<file path="config.mk">
export PLATFORM = sky130hd
export DESIGN_NAME = counter_keyed_byte_cipher
export DESIGN_NICKNAME = d
export VERILOG_FILES = /design/src/sv/ckbc_pkg.sv /design/src/sv/ckbc_front.sv /design/src/sv/ckbc_queue.sv /design/src/sv/ckbc_back.sv /design/src/sv/counter_keyed_byte_cipher.sv
export SDC_FILE = /design/constraint.sdc
export NUM_CORES = 1
export LEC_CHECK = 0
export BUFFER_PORTS_ARGS = -buffer_cell sky130_fd_sc_hd__buf_2
export CAP_MARGIN = 25
export CORE_ASPECT_RATIO = 1.5
export CORE_UTILIZATION = 45
export CTS_CLUSTER_SIZE = 16
export DETAILED_ROUTE_END_ITERATION = 10
export GPL_TIMING_DRIVEN = 0
export HOLD_SLACK_MARGIN = 0.02
export PLACE_DENSITY = 0.66
export RECOVER_POWER = 100
export SYNTH_ARGS = -nofsm -noshare
export SYNTH_HDL_FRONTEND = slang
export SYNTH_HIERARCHICAL = 1
export SYNTH_SLANG_ARGS = --single-unit
export TNS_END_PERCENT = 10
</file>
<file path="constraint.sdc">
create_clock -name clk -period 4.7 [get_ports clk]
set_input_delay 0 -clock clk [delete_from_list [all_inputs] [get_ports clk]]
set_output_delay 0 -clock clk [all_outputs]
set_load 0.01 [all_outputs]
</file>
<file path="src/sv/ckbc_pkg.sv">
`default_nettype none
// ----------------------------------------------------------------------------
// ckbc_pkg
// Shared constants, tables and the job type of the counter keyed byte cipher.
// ----------------------------------------------------------------------------
package ckbc_pkg;

  localparam int HEADER_LEN   = 24;
  localparam int COUNT_WRAP   = 2377;
  localparam int HDR_TAB_SIZE = 24;
  localparam int HDR_N        = (HEADER_LEN > HDR_TAB_SIZE) ? HDR_TAB_SIZE : HEADER_LEN;
  localparam int HIDX_W       = $clog2(HDR_N + 1);
  localparam int TAB_IDX_W    = $clog2(HDR_TAB_SIZE);
  localparam int CNT_W        = $clog2(COUNT_WRAP + 2);

  // job queue depth, a power of two
  localparam int QDEPTH = 4;
  localparam int QPTR_W = $clog2(QDEPTH);
  localparam int QCNT_W = $clog2(QDEPTH + 1);

  localparam logic [7:0] HDR_TAB [HDR_TAB_SIZE] = '{
    8'd2,   8'd153, 8'd5,   8'd200, 8'd235, 8'd199, 8'd200, 8'd201,
    8'd133, 8'd3,   8'd3,   8'd3,   8'd200, 8'd201, 8'd202, 8'd3,
    8'd3,   8'd3,   8'd133, 8'd2,   8'd6,   8'd192, 8'd6,   8'd233
  };

  // key on odd bytes, indexed by count mod 7: r*(r+11) mod 7
  localparam logic [2:0] KEY7 [7] = '{
    3'd0, 3'd5, 3'd5, 3'd0, 3'd4, 3'd3, 3'd4
  };

  // key on even bytes, indexed by count mod 23: r*(r+7) mod 23
  localparam logic [4:0] KEY23 [23] = '{
    5'd0,  5'd8,  5'd18, 5'd7,  5'd21, 5'd14, 5'd9,  5'd6,
    5'd5,  5'd6,  5'd9,  5'd14, 5'd21, 5'd7,  5'd18, 5'd8,
    5'd0,  5'd17, 5'd13, 5'd11, 5'd11, 5'd13, 5'd17
  };

  typedef logic [HIDX_W-1:0] hidx_t;

  // one queued job: header bytes from hdr_from up, then the final result
  typedef struct packed {
    hidx_t      hdr_from;
    logic [7:0] data;
    logic       err;
  } job_t;

  function automatic logic [7:0] hdr_byte(hidx_t idx);
    return HDR_TAB[TAB_IDX_W'(idx)];
  endfunction

endpackage
`default_nettype wire

</file>
<file path="src/sv/ckbc_front.sv">
`default_nettype none
// ----------------------------------------------------------------------------
// ckbc_front
// Takes input bytes, keeps the stream state and key counters, and turns each
// byte into at most one job for the back end.
// ----------------------------------------------------------------------------
module ckbc_front import ckbc_pkg::*; (
  input  wire logic       clk,
  input  wire logic       rst_n,
  input  wire logic       decrypt_mode,
  input  wire logic       in_valid,
  input  wire logic [7:0] in_data_byte,
  input  wire logic       in_stream_start,
  output logic            in_stall,
  input  wire logic       q_full,
  output logic            push,
  output job_t            push_job
);

  logic [CNT_W-1:0] cnt_r, cnt_nxt;
  logic [2:0]       r7_r, r7_nxt;
  logic [4:0]       r23_r, r23_nxt;
  logic             par_r, par_nxt;
  hidx_t            hidx_r, hidx_nxt;
  logic             rej_r, rej_nxt;

  logic [CNT_W-1:0] s_cnt, k_cnt;
  logic [2:0]       s_r7, k_r7;
  logic [4:0]       s_r23, k_r23;
  logic             s_par, k_par;
  hidx_t            s_hidx;
  logic             s_rej;
  logic             wrap;
  logic [7:0]       key;
  logic             accept;
  logic             produce;

  assign in_stall = q_full;
  assign accept   = in_valid && !q_full;

  always_comb begin
    // a stream start restarts the state before the byte is handled
    s_cnt  = in_stream_start ? '0 : cnt_r;
    s_r7   = in_stream_start ? '0 : r7_r;
    s_r23  = in_stream_start ? '0 : r23_r;
    s_par  = in_stream_start ? 1'b1 : par_r;
    s_hidx = in_stream_start ? '0 : hidx_r;
    s_rej  = in_stream_start ? 1'b0 : rej_r;

    // counter step with residues mod 7 and mod 23 kept alongside
    wrap  = s_cnt > CNT_W'(COUNT_WRAP);
    k_cnt = wrap ? CNT_W'(1) : CNT_W'(s_cnt + 1'b1);
    k_r7  = wrap ? 3'd1 : ((s_r7 == 3'd6) ? 3'd0 : 3'(s_r7 + 1'b1));
    k_r23 = wrap ? 5'd1 : ((s_r23 == 5'd22) ? 5'd0 : 5'(s_r23 + 1'b1));
    k_par = ~s_par;
    key   = k_par ? 8'(KEY23[k_r23]) : 8'(KEY7[k_r7]);

    cnt_nxt  = s_cnt;
    r7_nxt   = s_r7;
    r23_nxt  = s_r23;
    par_nxt  = s_par;
    hidx_nxt = s_hidx;
    rej_nxt  = s_rej;
    produce  = 1'b0;
    push_job = '{hdr_from: hidx_t'(HDR_N), data: 8'd0, err: 1'b0};

    if (!s_rej) begin
      if (decrypt_mode) begin
        if (s_hidx < hidx_t'(HDR_N)) begin
          if (in_data_byte != hdr_byte(s_hidx)) begin
            rej_nxt      = 1'b1;
            produce      = 1'b1;
            push_job.err = 1'b1;
          end else begin
            hidx_nxt = hidx_t'(s_hidx + 1'b1);
          end
        end else begin
          cnt_nxt       = k_cnt;
          r7_nxt        = k_r7;
          r23_nxt       = k_r23;
          par_nxt       = k_par;
          produce       = 1'b1;
          push_job.data = in_data_byte - key;
        end
      end else begin
        // any header bytes not yet sent go out ahead of this byte
        cnt_nxt           = k_cnt;
        r7_nxt            = k_r7;
        r23_nxt           = k_r23;
        par_nxt           = k_par;
        hidx_nxt          = hidx_t'(HDR_N);
        produce           = 1'b1;
        push_job.hdr_from = s_hidx;
        push_job.data     = in_data_byte + key;
      end
    end
  end

  assign push = accept && produce;

  always_ff @(posedge clk) begin
    if (!rst_n) begin
      cnt_r  <= '0;
      r7_r   <= '0;
      r23_r  <= '0;
      par_r  <= 1'b1;
      hidx_r <= '0;
      rej_r  <= 1'b0;
    end else if (accept) begin
      cnt_r  <= cnt_nxt;
      r7_r   <= r7_nxt;
      r23_r  <= r23_nxt;
      par_r  <= par_nxt;
      hidx_r <= hidx_nxt;
      rej_r  <= rej_nxt;
    end
  end

endmodule
`default_nettype wire

</file>
<file path="src/sv/ckbc_queue.sv">
`default_nettype none
// ----------------------------------------------------------------------------
// ckbc_queue
// Short job queue between the front end and the back end.
// ----------------------------------------------------------------------------
module ckbc_queue import ckbc_pkg::*; (
  input  wire logic clk,
  input  wire logic rst_n,
  input  wire logic push,
  input  job_t      push_job,
  input  wire logic pop,
  output logic      head_valid,
  output job_t      head_job,
  output logic      full
);

  job_t              slot_r [QDEPTH];
  logic [QPTR_W-1:0] wr_ptr_r, rd_ptr_r;
  logic [QCNT_W-1:0] count_r;

  assign head_valid = count_r != '0;
  assign full       = count_r == QCNT_W'(QDEPTH);
  assign head_job   = slot_r[rd_ptr_r];

  always_ff @(posedge clk) begin
    if (push) begin
      slot_r[wr_ptr_r] <= push_job;
    end
  end

  always_ff @(posedge clk) begin
    if (!rst_n) begin
      wr_ptr_r <= '0;
      rd_ptr_r <= '0;
      count_r  <= '0;
    end else begin
      if (push) begin
        wr_ptr_r <= QPTR_W'(wr_ptr_r + 1'b1);
      end
      if (pop) begin
        rd_ptr_r <= QPTR_W'(rd_ptr_r + 1'b1);
      end
      if (push && !pop) begin
        count_r <= QCNT_W'(count_r + 1'b1);
      end else if (pop && !push) begin
        count_r <= QCNT_W'(count_r - 1'b1);
      end
    end
  end

endmodule
`default_nettype wire

</file>
<file path="src/sv/ckbc_back.sv">
`default_nettype none
// ----------------------------------------------------------------------------
// ckbc_back
// Expands the head job into header bytes and its final result, one per cycle
// while out_stall is low, into the output register.
// ----------------------------------------------------------------------------
module ckbc_back import ckbc_pkg::*; (
  input  wire logic clk,
  input  wire logic rst_n,
  input  wire logic head_valid,
  input  job_t      head_job,
  output logic      pop,
  output logic      out_valid,
  input  wire logic out_stall,
  output logic [7:0] out_byte,
  output logic      out_header_error,
  output logic      out_last_of_run
);

  logic       sub_act_r;
  hidx_t      sub_idx_r;
  logic       out_valid_r;
  logic [7:0] out_byte_r;
  logic       err_r;
  logic       last_r;

  logic  load;
  hidx_t idx;
  logic  in_hdr;

  always_comb begin
    load   = head_valid && (!out_valid_r || !out_stall);
    idx    = sub_act_r ? sub_idx_r : head_job.hdr_from;
    in_hdr = idx < hidx_t'(HDR_N);
    pop    = load && !in_hdr;
  end

  always_ff @(posedge clk) begin
    if (!rst_n) begin
      sub_act_r   <= 1'b0;
      sub_idx_r   <= '0;
      out_valid_r <= 1'b0;
      out_byte_r  <= 8'd0;
      err_r       <= 1'b0;
      last_r      <= 1'b0;
    end else if (load) begin
      out_valid_r <= 1'b1;
      if (in_hdr) begin
        out_byte_r <= hdr_byte(idx);
        err_r      <= 1'b0;
        last_r     <= 1'b0;
        sub_idx_r  <= hidx_t'(idx + 1'b1);
        sub_act_r  <= 1'b1;
      end else begin
        out_byte_r <= head_job.data;
        err_r      <= head_job.err;
        last_r     <= 1'b1;
        sub_act_r  <= 1'b0;
      end
    end else if (out_valid_r && !out_stall) begin
      out_valid_r <= 1'b0;
    end
  end

  assign out_valid        = out_valid_r;
  assign out_byte         = out_byte_r;
  assign out_header_error = err_r;
  assign out_last_of_run  = last_r;

endmodule
`default_nettype wire

</file>
<file path="src/sv/counter_keyed_byte_cipher.sv">
`default_nettype none
// ----------------------------------------------------------------------------
// counter_keyed_byte_cipher
// Byte stream cipher with a fixed header and a position keyed add/subtract.
// ----------------------------------------------------------------------------
//  channel  direction  handshake            payload
//  in_      input      in_valid / in_stall  in_data_byte, in_stream_start
//  out_     output     out_valid/out_stall  out_byte, out_header_error,
//                                           out_last_of_run
//  cfg_     input      cfg_valid/cfg_ready  cfg_decrypt_mode
//
//  one byte per cycle in and out while out_stall is low and each byte gives
//  one result; the first encrypt byte of a stream gives 25 results, one per
//  cycle from the back end; the 4-entry job queue stalls the input once it
//  fills; each result passes through the job queue and the output register
//  synchronous reset puts the stream state as at a fresh stream start
// ----------------------------------------------------------------------------
module counter_keyed_byte_cipher import ckbc_pkg::*; (
  input  wire logic       clk,
  input  wire logic       rst_n,
  input  wire logic       in_valid,
  output logic            in_stall,
  input  wire logic [7:0] in_data_byte,
  input  wire logic       in_stream_start,
  output logic            out_valid,
  input  wire logic       out_stall,
  output logic [7:0]      out_byte,
  output logic            out_header_error,
  output logic            out_last_of_run,
  input  wire logic       cfg_valid,
  output logic            cfg_ready,
  input  wire logic       cfg_decrypt_mode
);

  logic decrypt_mode_r;
  logic push;
  job_t push_job;
  logic pop;
  logic head_valid;
  job_t head_job;
  logic q_full;

  assign cfg_ready = 1'b1;

  always_ff @(posedge clk) begin
    if (!rst_n) begin
      decrypt_mode_r <= 1'b0;
    end else if (cfg_valid && cfg_ready) begin
      decrypt_mode_r <= cfg_decrypt_mode;
    end
  end

  ckbc_front u_front (
    .clk             (clk),
    .rst_n           (rst_n),
    .decrypt_mode    (decrypt_mode_r),
    .in_valid        (in_valid),
    .in_data_byte    (in_data_byte),
    .in_stream_start (in_stream_start),
    .in_stall        (in_stall),
    .q_full          (q_full),
    .push            (push),
    .push_job        (push_job)
  );

  ckbc_queue u_queue (
    .clk        (clk),
    .rst_n      (rst_n),
    .push       (push),
    .push_job   (push_job),
    .pop        (pop),
    .head_valid (head_valid),
    .head_job   (head_job),
    .full       (q_full)
  );

  ckbc_back u_back (
    .clk              (clk),
    .rst_n            (rst_n),
    .head_valid       (head_valid),
    .head_job         (head_job),
    .pop              (pop),
    .out_valid        (out_valid),
    .out_stall        (out_stall),
    .out_byte         (out_byte),
    .out_header_error (out_header_error),
    .out_last_of_run  (out_last_of_run)
  );

  // an error result is a lone zero byte, and only in decrypt mode
  a_err_form: assert property (@(posedge clk) disable iff (!rst_n)
    out_valid && out_header_error |-> out_last_of_run && out_byte == 8'd0 && decrypt_mode_r)
    else $error("header error result malformed");

  // a header burst continues without a gap once a byte of it is taken
  a_burst_gapless: assert property (@(posedge clk) disable iff (!rst_n)
    out_valid && !out_stall && !out_last_of_run |=> out_valid)
    else $error("gap inside a header burst");

  // multi-result runs only come from encrypt mode
  a_burst_mode: assert property (@(posedge clk) disable iff (!rst_n)
    out_valid && !out_last_of_run |-> !decrypt_mode_r)
    else $error("header burst in decrypt mode");

endmodule
`default_nettype wire
</file>
==> results of run 1 <==
==> cells by family after synthesis <==
logic type	share of synthesized area [%]
compound gates	20.36
xor+xnor	2.004
fa+ha+maj	8.195
buf+inv	4.795
flops	39.51
mux	8.087
other cells	0.05363
simple gates	17.00
==> sequential cells by signal, indices dropped and copies added, names as in the netlist, 2 cells and up, named ones only <==
name / count
u_back/out_byte: 8
u_queue/slot_r: 56
u_back/sub_idx_r: 5
u_queue/wr_ptr_r: 2
u_queue/rd_ptr_r: 2
u_front/r23_r: 5
u_front/hidx_r: 5
u_front/r7_r: 3
u_front/cnt_r: 12
u_queue/count_r: 3
==> final timing paths <==
path	start	endpoint	slack (ps)	cells past startpoint
min	in_data_byte[6]	u_queue/slot_r[3][7]	70	2
min reg2reg	u_back/out_header_error	u_back/out_header_error	450	2
max reg2reg	u_front/hidx_r[0]	u_queue/count_r[2]	300	20
max	in_stream_start	u_queue/slot_r[3][8]	260	25
==> per-layer routing <==
layer	GRT usage (%)	wire length (µm)	vias to the layer above
li1	-	-	2813
met1	22.91	6608	2856
met2	42.73	9897	189
met3	3.329	608	55
met4	15.17	885	0
met5	0	0	-
==> power groups by stage <==
stage / sequential, µW / combinational, µW / clock, µW
floorplan: 1270 / 997 / 0
global placement: 1270 / 1340 / 0
detailed placement: 1280 / 1360 / 0
CTS: 1260 / 1370 / 795
global route: 1270 / 1480 / 830
finish: 1260 / 1360 / 767
==> placed cells by master, fill, tap and decap left out, types with 8 or more instances in the layout <==
cell type / synthesis / layout
buf_4: 4 / 9
nand2_1: 67 / 66
edfxtp_1: 56 / 56
o21ai_1: 8 / 9
a21o_1: 9 / 9
or3_1: 14 / 12
nand2b_1: 11 / 11
dfxtp_1: 54 / 52
o21ai_0: 50 / 48
a21oi_1: 51 / 49
mux4_2: 10 / 10
buf_2: 8 / 19
nor2_1: 63 / 62
nor3_1: 16 / 16
o211ai_1: 12 / 12
xnor2_1: 9 / 9
a21boi_0: 7 / 8
clkbuf_1: 19 / 27
a211oi_1: 11 / 11
a31oi_1: 15 / 14
and2_1: 14 / 13
clkbuf_16: 0 / 10
mux2i_1: 15 / 15
nand3_1: 19 / 19
nor2b_1: 15 / 14
a22oi_1: 9 / 9
ha_1: 41 / 39
inv_1: 28 / 27
==> repair_timing <==
action / CTS / global route
pin swaps: 0 / 4
cloned: 0 / 1
endpoints found under the hold margin: 2 / 0
setup endpoints to repair: 30 / 17
resized for setup: 9 / 28
buffers inserted: 0 / 3
hold buffers: 3 / 0
==> stage by stage <==
step                      TNS (ps)  cell area (µm²)  utilization (%)
after floorplan                  0             6993                -
final                            0             7756            51.23
after CTS                        0             7710            50.93
after detailed placement    -23710             7367            48.66
after global routing        -133.9             7756            51.23
after global placement      -21940             7367            48.66
==> cell type report <==
cell class | instances | area share (%)
Clock inverter | 5 | 0.6130
Sequential cell | 110 | 35.68
Multi-Input combinational cell | 559 | 50.93
Inverter | 32 | 1.549
Clock buffer | 11 | 3.275
Buffer | 36 | 2.646
Timing Repair Buffer | 31 | 2.097
Tap cell | 199 | 3.210
==> results by group, run 1 <==
Clock tree
  • Clk sinks: 110
  • Worst-path clk slew: 80 ps
  • Clock Tree Root: clkbuf_16
  • CTS Buffer Depth: 2
  • Total CTS buffers: 9
  • H-tree lvl count: 3
  • Clock network latency to the later pin of the worst-skew pair: 350 ps
  • CTS tree: yes

Route
  • Vias: 5913
  • Residual DRC: 0
  • Total Routed Length: 18000 µm
  • Initial DRT Pass Iterations: 6
  • Vias/cell: 6.015
  • Wirelength per Cell: 18.31 µm
  • Antenna-violating nets left: 0
  • DRT iter0 DRCs: 259

Pwr
  • Switching power: 1276 µW
  • Final Power: 3383 µW
  • Clock power share: 22.7%
  • Leakage: 0.002828 µW
  • Combinational share of power: 40.1%
  • Peak VDD IR: 0.0002050 V
  • Sw Share: 37.73%
  • Share of power burned in registers: 37.2%
  • Internal power: 2106 µW
  • Pwr per Cell Area: 436.1 mW/mm²

Layout
  • Layout net count: 838
  • Area Overhead vs Synth: 10.91%
  • Diode count: 0
  • Multi-input logic area: 0.003950 mm²
  • Register Area: 0.002768 mm²
  • Layout cell share with drive strength beyond 1: 12.12%
  • Fin cells: 983
  • # fillers: 1442

STA
  • Max Clk Rate: 225.0 MHz
  • Fin. max-slew vios: 0
  • Min Hold Slack: 66.81 ps
  • Worst setup margin: 256.0 ps
  • Final clock skew: 9.068 ps
  • Fin. Hold Viols: 0
  • RSZ-0062 raised after global routing: yes
  • Post-layout min period: 4444 ps
  • Final setup fails: 0
  • Final period util: 94.55%
  • Slew margin rel.: 16.35%
  • Worst Tran Pin Value: 1242 ps

Die
  • Initial cell density of the core: 46.19%
  • Die X: 103.8 µm
  • Cell row count: 55
  • # IOs: 28
  • Core Region: 0.01514 mm²
  • Die footprint: 0.01605 mm²
  • DIE HEIGHT: 154.7 µm

Place
  • Post-Place Cells: 962
  • Number of buffers added on ports: 25
  • Pre-CTS WS: -1153 ps
  • GPL Wtd Cong: 0.9882
  • Hpwl dp: 13520 µm

Min path
  • Hold Crit Class: primary input to flip-flop

Worst setup path
  • CP max FO: 10
  • Startpoint types: primary input
  • Crit. End Element: flip-flop
  • Worst path slowest cell: ha_1
  • Max incr delay on CP: 300 ps
  • Worst EP required: 4760 ps
  • Kind of critical path: primary input to flip-flop
  • Buf/Inv on CP: 6
  • CP most frequent cell: clkbuf_4
  • Top delay family on crit path: compound AO/OA/AOI/OAI gates
  • Critical Path AT: 4510 ps

Global routing
  • Aggregate global routing overflow: 0
  • Total global-route track usage: 22.62%
  • First-pass GRT wire length: 28640 µm
  • Largest net degree at the start of global routing: 23
  • Antenna violations before repair: 0
  • Vias in the first global route: 5743

Synth
  • Synthesized instance count: 738
  • Synth area leader: edfxtp_1
  • Synthesis Warnings: 6
  • EDFF count, synth: 56
  • Dominant register cell in the synthesized netlist: edfxtp_1
  • Yosys cell types: 79
  • Register area share after synthesis: 39.51%
  • Area share of the leading cell type in the synthesized netlist: 24.05%
  • Flops & latches, synth: 110
  • Top-count cell post-synth: nand2_1
  • Ranking of synthesized cells by area: edfxtp_1 (24%), dfxtp_1 (15%), ha_1 (7.3%), a21oi_1 (3.7%), nand2_1 (3.6%)
  • Net Count, Synth: 797
  • FFs w/ async S/R, synth: 0%
  • Mapped cell area: 0.006993 mm²
  • Most frequent cells after synthesis: nand2_1 (67), nor2_1 (63), edfxtp_1 (56), dfxtp_1 (54), a21oi_1 (51)
  • Syn_area_per_cell: 9.476 µm²

Run status
  • Status: finished, final reports clean

Run
  • Number of max-cap violations: 0
Note: power is estimated with default switching activity, not from simulation.
==> run 2: changes to the inputs <==
Settings changed: CORE_ASPECT_RATIO 1.5 to 0.7.
==> run 2 against run 1 <==
Effect of this change:
- sequential power hardly changed
- global-route usage is 1.5 points higher
- sequential share of layout area is 0.052 points lower
- critical path type unchanged
- routed wire length is 3.3% higher
- sequential cell count stayed put
- register-to-register slack worse by 30 ps
- critical endpoint is now u_queue/slot_r[1][6]
- power is 1.8% higher
- maximum frequency is 1.3% lower
==> results by group, run 2 (synthesis gave the netlist of run 1 again) <==
Run status
  • Status: finished, final reports clean

Worst setup path
  • Setup crit start: in_stream_start
  • Register-to-Register Setup Slack: 270 ps
  • Kind of critical path: primary input to flip-flop
  • Reg2reg end: u_queue/count_r[2]
  • Worst reg2reg path startpoint: u_front/hidx_r[0]
  • Critical Path AT: 4660 ps
  • CP max FO: 10
  • Startpoint types: primary input
  • Crit. End Element: flip-flop
  • Crit path to: u_queue/slot_r[1][6]
  • Worst EP required: 4860 ps
  • R2R cell count: 20

STA
  • Final clock skew: 10.17 ps
  • Worst Tran Pin Value: 1336 ps
  • Min Hold Slack: 41.09 ps
  • Max Clk Rate: 222.1 MHz
  • Final setup fails: 0
  • Slew margin rel.: 10.01%
  • Fin. max-slew vios: 0
  • Setup TNS: 0 ps
  • Final period util: 95.82%
  • Fin. Hold Viols: 0
  • Post-layout min period: 4503 ps

Run
  • Number of max-cap violations: 0

Layout
  • Max reg flops: 56
  • Most frequent cells in the layout: nand2_1 (66), nor2_1 (62), edfxtp_1 (56), dfxtp_1 (52), o21ai_0 (52)
  • Layout net count: 838
  • Diode count: 0
  • Commonest non-fill, non-tap cell in the layout: nand2_1
  • Area Overhead vs Synth: 11.08%
  • Largest register by flop count: u_queue/slot_r
  • Layout cell share with drive strength beyond 1: 12.12%
  • Fin cells: 979

Clock tree
  • Clock Tree Root: clkbuf_16
  • Clock network latency to the later pin of the worst-skew pair: 360 ps
  • Total CTS buffers: 9
  • CTS tree: yes
  • Clk sinks: 110
  • CTS Buffer Depth: 2
  • H-tree lvl count: 3
  • Worst-path clk slew: 80 ps

Route
  • Vias/cell: 6.033
  • Wirelength per Cell: 19.00 µm
  • Antenna-violating nets left: 0
  • DRT iter0 DRCs: 672
  • Residual DRC: 0
  • Initial DRT Pass Iterations: 5
  • Vias: 5906
  • Total Routed Length: 18600 µm

Place
  • Number of buffers added on ports: 25
  • GPL Wtd Cong: 0.9331
  • Post-Place Cells: 958
  • Hpwl dp: 13440 µm

Die
  • # IOs: 28
  • Die X: 151.0 µm
  • Cell row count: 37
  • Core Region: 0.01495 mm²
  • DIE HEIGHT: 106.3 µm
  • Die footprint: 0.01605 mm²
  • Initial cell density of the core: 46.77%

Global routing
  • Largest net degree at the start of global routing: 23
  • Aggregate global routing overflow: 0
  • Total global-route track usage: 24.10%
  • Antenna violations before repair: 0
  • First-pass GRT wire length: 29570 µm
  • Vias in the first global route: 5494

Pwr
  • Peak VDD IR: 0.0002056 V
  • Pwr per Cell Area: 443.4 mW/mm²
  • Leakage: 0.002829 µW

Min path
  • Hold Crit Class: primary input to flip-flop
-- run 2: changes by cell type in the layout (fill, tap and decap cells not counted), moves of 2 or more --
cell      before  now
clkbuf_1      27   29
buf_4          9    7
clkinv_8       0    2
and2_1        13    6
and2_0         1    8
o21ai_0       48   52
o21ai_1        9    6
-- run 2: routing by layer --
metal  up-vias  GRT usage, %  wire length [µm]  share of wire (%)
met5         -             0                 0                  0
met4         0         5.929               208                1.1
met3        20         4.206              1349                7.3
met2       225         32.54              7559                 41
met1      2859         38.71              9482                 51
li1       2802             -                 -                  -
-- run 2: critical path: stages --
cell,delay [ps]
buf_2,130
clkbuf_4,220
buf_4,230
clkbuf_4,240
clkbuf_4,250
nor2b_2,70
ha_1,220
and3b_1,210
nor3_1,290
a21oi_2,90
clkbuf_4,190
o21ai_1,160
o211ai_1,150
o211ai_1,130
o21ai_0,160
a32o_1,290
ha_1,300
a21o_1,180
a21oi_1,300
nor2_1,70
nor2_1,120
o21bai_1,110
nor2_1,120
a21oi_1,60
a21oi_1,320
-- run 2: stage by stage --
stage / setup slack (ps) / utilization, % / power, µW / cell area (µm²)
3_5_place_dp: -963.8 / 49.23 / 2646 / 7362
6_report: 196.7 / 51.95 / 3444 / 7767
3_3_place_gp: -933.1 / 49.23 / 2613 / 7362
5_1_grt: -39.08 / 51.95 / 3659 / 7767
4_1_cts: 6.949 / 51.52 / 3438 / 7704
2_1_floorplan: 453.8 / - / 2269 / 6993
-- run 2: power breakdown --
group | internal [µW] | switching [µW]
registers | 1180 | 79.9
logic | 531 | 868
clock network | 382 | 402
-- run 2: worst min path at each step --
| stage | to | depth (start not counted) | startpoint |
|---|---|---|---|
| after floorplan | flip-flop | 1 | rst_n |
| after global placement | u_back/out_valid | 3 | out_stall |
| after detailed placement | decrypt_mode_r | 3 | cfg_decrypt_mode |
| after CTS | u_queue/slot_r[2][7] | 2 | in_data_byte[6] |
| after global routing | u_queue/slot_r[0][7] | 2 | in_data_byte[6] |
| final | u_queue/slot_r[0][7] | 2 | in_data_byte[6] |
-- run 2: repair_timing --
item                       CTS  global route
hold endpoints to repair     2             0
setup endpoints to repair   30            26
setup buffers                0             4
hold buffers                 3             0
pin swaps                    1             4
resized for setup            7            32
-- run 2: final cells by class --
cell class	instances	area, µm²
Buffer	36	224.0
Clock buffer	9	225.2
Clock inverter	7	81.33
Fill cell	1376	7186
Inverter	32	120.1
Multi-Input combinational cell	558	3943
Sequential cell	110	2768
Tap cell	195	244.0
Timing Repair Buffer	32	162.7
